==> config.mk <==
export PLATFORM = sky130hd
export DESIGN_NAME = mt_seeder
export DESIGN_NICKNAME = d
export VERILOG_FILES = /design/src/rtl/mt_pkg.sv /design/src/rtl/mt_seeder.sv
export SDC_FILE = /design/constraint.sdc
export NUM_CORES = 1
export LEC_CHECK = 0
export BUFFER_PORTS_ARGS = -buffer_cell sky130_fd_sc_hd__buf_2
export CAP_MARGIN = 20
export CORE_UTILIZATION = 61
export CTS_CLUSTER_DIAMETER = 120
export CTS_CLUSTER_SIZE = 12
export DETAILED_ROUTE_END_ITERATION = 8
export PLACE_DENSITY = 0.81
export SLEW_MARGIN = 20
export SYNTH_ARGS = -nofsm -noshare
export SYNTH_HDL_FRONTEND = slang
export SYNTH_SLANG_ARGS = --single-unit
==> constraint.sdc <==
create_clock -name clk -period 7.2 [get_ports clk]
set_input_delay 0.36 -clock clk [delete_from_list [all_inputs] [get_ports clk]]
set_output_delay 0.36 -clock clk [all_outputs]
set_load 0.005 [all_outputs]
==> src/rtl/mt_pkg.sv <==
// Shared constants and types for the Mersenne Twister generator.
package mt_pkg;

    localparam int IDX_W = 10;

    localparam logic [IDX_W-1:0] STATE_WORDS  = 10'd624;
    localparam logic [IDX_W-1:0] LAST_WORD    = 10'd623;
    localparam logic [IDX_W-1:0] TWIST_OFFSET = 10'd397;
    localparam logic [IDX_W-1:0] POS_UNSEEDED = 10'd625;

    localparam logic [31:0] TW_XOR_CONST = 32'h9908_b0df;
    localparam logic [31:0] TEMPER_B     = 32'h9d2c_5680;
    localparam logic [31:0] TEMPER_C     = 32'hefc6_0000;
    localparam logic [31:0] LCG_MUL      = 32'd69069;
    localparam logic [31:0] DEFAULT_SEED = 32'd4357;

    localparam logic [1:0] MODE_DRAW = 2'd0;
    localparam logic [1:0] MODE_SEED = 2'd1;
    localparam logic [1:0] MODE_LOAD = 2'd2;

    typedef enum logic [2:0] {
        ST_IDLE,
        ST_DISPATCH,
        ST_SEED,
        ST_TW_PRIME,
        ST_TW_LOAD,
        ST_TW_RUN,
        ST_RD,
        ST_OUT
    } mt_state_t;

    typedef struct packed {
        logic             we;
        logic [IDX_W-1:0] waddr;
        logic [31:0]      wdata;
        logic [IDX_W-1:0] raddr_a;
        logic [IDX_W-1:0] raddr_b;
    } mt_ram_req_t;

    typedef struct packed {
        logic             we;
        logic [IDX_W-1:0] addr;
        logic [31:0]      data;
        logic             done;
    } mt_seed_wr_t;

endpackage

==> src/rtl/mt_seeder.sv <==
// Seed sequencer: 69069 congruential steps, two steps per state word.
module mt_seeder (
    input  logic                clk,
    input  logic                rst_n,
    input  logic                start,
    input  logic [31:0]         seed,
    output mt_pkg::mt_seed_wr_t wr
);

    logic                     busy_reg;
    logic                     phase_reg;
    logic [mt_pkg::IDX_W-1:0] cnt_reg;
    logic [31:0]              s_reg;
    logic [15:0]              hi_reg;
    logic [31:0]              s_step;

    assign s_step = s_reg * mt_pkg::LCG_MUL + 32'd1;

    always_ff @(posedge clk or negedge rst_n)
    begin
        if (!rst_n)
        begin
            busy_reg  <= 1'b0;
            phase_reg <= 1'b0;
            cnt_reg   <= '0;
        end
        else if (start)
        begin
            busy_reg  <= 1'b1;
            phase_reg <= 1'b0;
            cnt_reg   <= '0;
        end
        else if (busy_reg)
        begin
            phase_reg <= ~phase_reg;
            if (phase_reg)
            begin
                cnt_reg <= cnt_reg + 1'b1;
                if (cnt_reg == mt_pkg::LAST_WORD)
                begin
                    busy_reg <= 1'b0;
                end
            end
        end
    end

    always_ff @(posedge clk)
    begin
        if (start)
        begin
            s_reg <= seed;
        end
        else if (busy_reg)
        begin
            s_reg <= s_step;
            if (!phase_reg)
            begin
                hi_reg <= s_reg[31:16];
            end
        end
    end

    // high half from the state before the word's first step, low half from the state after it
    assign wr.we   = busy_reg & phase_reg;
    assign wr.addr = cnt_reg;
    assign wr.data = {hi_reg, s_reg[31:16]};
    assign wr.done = busy_reg & phase_reg & (cnt_reg == mt_pkg::LAST_WORD);

endmodule
==> impl_results.md <==
- Layout area overhead: 8.05%
- Adder-Cell Fraction of Synth Area: ~52%
- Peak Freq: 162 MHz
- Synth Area in Compound Gates: ~7.1%
- Antenna-violating nets left: 0
- Skew final: between 0.01 and 0.015 ns
- Largest family of logic cells by synthesized area: adder cells
- Die Y: about 130 um
- Initial antenna violation count: 0
- Initial Util: between 60 and 70%
- H-tree Lvls: 3
- Core ar.: 15300 um^2
- CP required: 7.27 ns
- Hold crit path type: in2reg
- CTS Buf Count: 9
- Die width: approximately 130 um
- Post-CTS sizing: 0
- DR vias: 6711
- Worst Max-Slew Pin Slew: about 0.74 ns
- Area share of and/or/nand/nor cells after synthesis: roughly 5.4%
- TritonCTS clock tree: done
- Flops & latches, synth: 60
- Routed wire length: around 23000 um
- Syn_nets: ~1.3k
- Reg clk slew, reported paths: around 0.060 ns
- Worst skew pair latency: between 0.3 and 0.4 ns
- Mean post-synth cell area: approximately 10 um^2
- Cells after Synth: ~950
- Clock tree buffer depth: 2
- Sink Count: 60
- CP Launch Point: s_reg[12]
- Max reg flops: 32
- Crit path arrival time: approximately 6.2 ns
- Cts hold-fix bufs: 1
- Port Buffers: 78
- Syn Std Cell Area: slightly below 10000 um^2
- WL/cell: approximately 18 um
- Rel. slew slack: 50.5%
- RSZ-0062 raised after global routing: no
- Post-CTS setup buffers: 0
- Diodes inserted: 0
- Grt ovf: 0
- Synth Area in XOR/XNOR: ~4.5%
- Post-DR vias/cell: about 5.5
- Final min period: roughly 6 ns
- TNS Setup: 0 ns
- First-pass GRT wire length: 37300 um
- Post-synthesis mux area share: less than 1%
- Vias in the first global route: between 7k and 8k
- Share of layout cells above drive strength 1: about 10%
- CTS Root Cell: clkbuf_16
- Yosys top cell by area: fa_1
- Final-report setup violation count: 0
- Die Area: between 15000 and 20000 um^2
- Synth Warn #: 0
- Final critical-path share of the clock period: a little under nine tenths
- Max cap viols: 0
- Detailed Place HPWL: about 19000 um
- DRT Pass-1 Iters: 5
- Post-synthesis sequential area ratio: between 10% and 20%
- Critical Path Fanout Max: 7
- Yosys cell types: 56
- Worst R2R Start: s_reg[12]
- Fraction of registers with async set/reset: 20.0%
- Nets: roughly 1.4k
- Setup CP Type: reg2reg
- Largest net degree at the start of global routing: 78
- Crit start category: register
- Post-synth EDFFs: 48
- RePlAce Congestion: roughly 0.93
- Drt drc: 0
- Status: finished, final reports clean
- Total GRT Usage: around 31%
- Main synth FF type: edfxtp_1
- Worst Setup End Kind: register
- Yosys top cell area share: 30.0%
- Row count: between 40 and 50
- Initial DRC count: 460
- Worst hold path startpoint: seed[0]
- Count of final hold-check violations: 0
- Fillers: 1183
- Final Max Tran Viols: 0
- I/O Pins: 79
- Largest cells by area after synthesis: fa_1 30%, ha_1 22%, edfxtp_1 15%
[synthesized netlist by cell type, types with 2 or more instances]
| library cell | number |
|---|---|
| and3_1 | 5 |
| xnor2_1 | 29 |
| nor2_1 | 26 |
| nand3_1 | 13 |
| a21oi_1 | 25 |
| o21a_1 | 3 |
| nand4_1 | 4 |
| nor3_1 | 6 |
| nand2_1 | 43 |
| edfxtp_1 | 48 |
| inv_1 | 265 |
| fa_1 | 145 |
| a311oi_1 | 2 |
| o22ai_1 | 2 |
| mux2i_1 | 2 |
| o21ai_0 | 36 |
| xor2_1 | 21 |
| a211o_1 | 3 |
| a21o_1 | 8 |
| o31ai_1 | 2 |
| buf_4 | 17 |
| and2_1 | 2 |
| a21boi_0 | 2 |
| clkbuf_1 | 6 |
| nand2b_1 | 4 |
| nor2b_1 | 2 |
| buf_6 | 2 |
| o211ai_1 | 6 |
| a211oi_1 | 5 |
| ha_1 | 170 |
| mux2_2 | 4 |
| dfrtp_1 | 12 |
| a31oi_1 | 2 |
[final timing paths]
path,slack (ns),to,depth (start not counted)
max,1.03,s_reg[30],19
min,0.29,s_reg[0],3
max reg2reg,1.03,s_reg[30],19
min reg2reg,0.54,hi_reg[15],0
max in group asynchronous,6.57,cnt_reg[2],2
min in group asynchronous,0.41,cnt_reg[3],2
[final cells by class]
cell class	instances	area [um^2]	share of cell area, %
Multi-Input combinational cell	593	6740	64.6
Sequential cell	60	1740	16.7
Inverter	265	995	9.52
Timing Repair Buffer	82	423	4.05
Tap cell	211	264	2.53
Clock buffer	9	225	2.16
Clock inverter	7	51.3	0.491
[layout by cell type (no fill, tap or decap), types with 6 or more instances in the layout]
| cell type | synthesis | routed |
|---|---|---|
| a21o_1 | 8 | 8 |
| a21oi_1 | 25 | 25 |
| buf_2 | 0 | 78 |
| clkbuf_16 | 0 | 9 |
| dfrtp_1 | 12 | 12 |
| edfxtp_1 | 48 | 48 |
| fa_1 | 145 | 145 |
| ha_1 | 170 | 170 |
| inv_1 | 265 | 265 |
| nand2_1 | 43 | 43 |
| nand3_1 | 13 | 13 |
| nor2_1 | 26 | 26 |
| o211ai_1 | 6 | 6 |
| o21ai_0 | 36 | 36 |
| xnor2_1 | 29 | 29 |
| xor2_1 | 21 | 21 |
[critical path: stages, from the launching register on]
cell      delay (ns)
edfxtp_1        0.54
ha_1            0.40
fa_1            0.56
inv_1           0.07
fa_1            0.50
inv_1           0.05
fa_1            0.49
fa_1            0.49
inv_1           0.05
fa_1            0.48
inv_1           0.04
ha_1            0.34
a21o_1          0.19
a211o_1         0.31
o311a_1         0.38
and3_1          0.19
a211o_1         0.32
o31a_1          0.25
mux2i_1         0.14
o211ai_1        0.10
[routing by layer]
metal,track usage (%),share of wire [%],up-vias
met1,41.5,42,3238
met4,10.5,3.0,0
met3,9.27,9.3,54
met2,48.5,46,299
li1,-,-,3120
met5,0,0,-
[kinds of logic (layout without fill, tap and decap cells)]
| kind of cell | Yosys count | in the layout |
|---|---|---|
| fa+ha+maj | 315 | 315 |
| xor+xnor | 50 | 50 |
| compound gates | 109 | 109 |
| simple gates | 113 | 113 |
| mux | 6 | 6 |
| flops | 60 | 60 |
| buf+inv | 292 | 363 |
[stage by stage]
stage	cells	util, %	worst slack (ns)	hold slack (ns)	cell area, um^2
finish	1227	68.2	1.03	0.288	10400
detailed placement	1210	66.3	1.07	0.254	10200
floorplan	945	-	1.43	0.0644	9670
CTS	1227	68.2	1.04	0.275	10400
global placement	1210	66.3	1.16	0.251	10200
global route	1227	68.2	0.813	0.285	10400
Power is left out: the tool's default activity adds up to more than one toggle a clock period on the data nets, which glitch-free logic cannot reach.
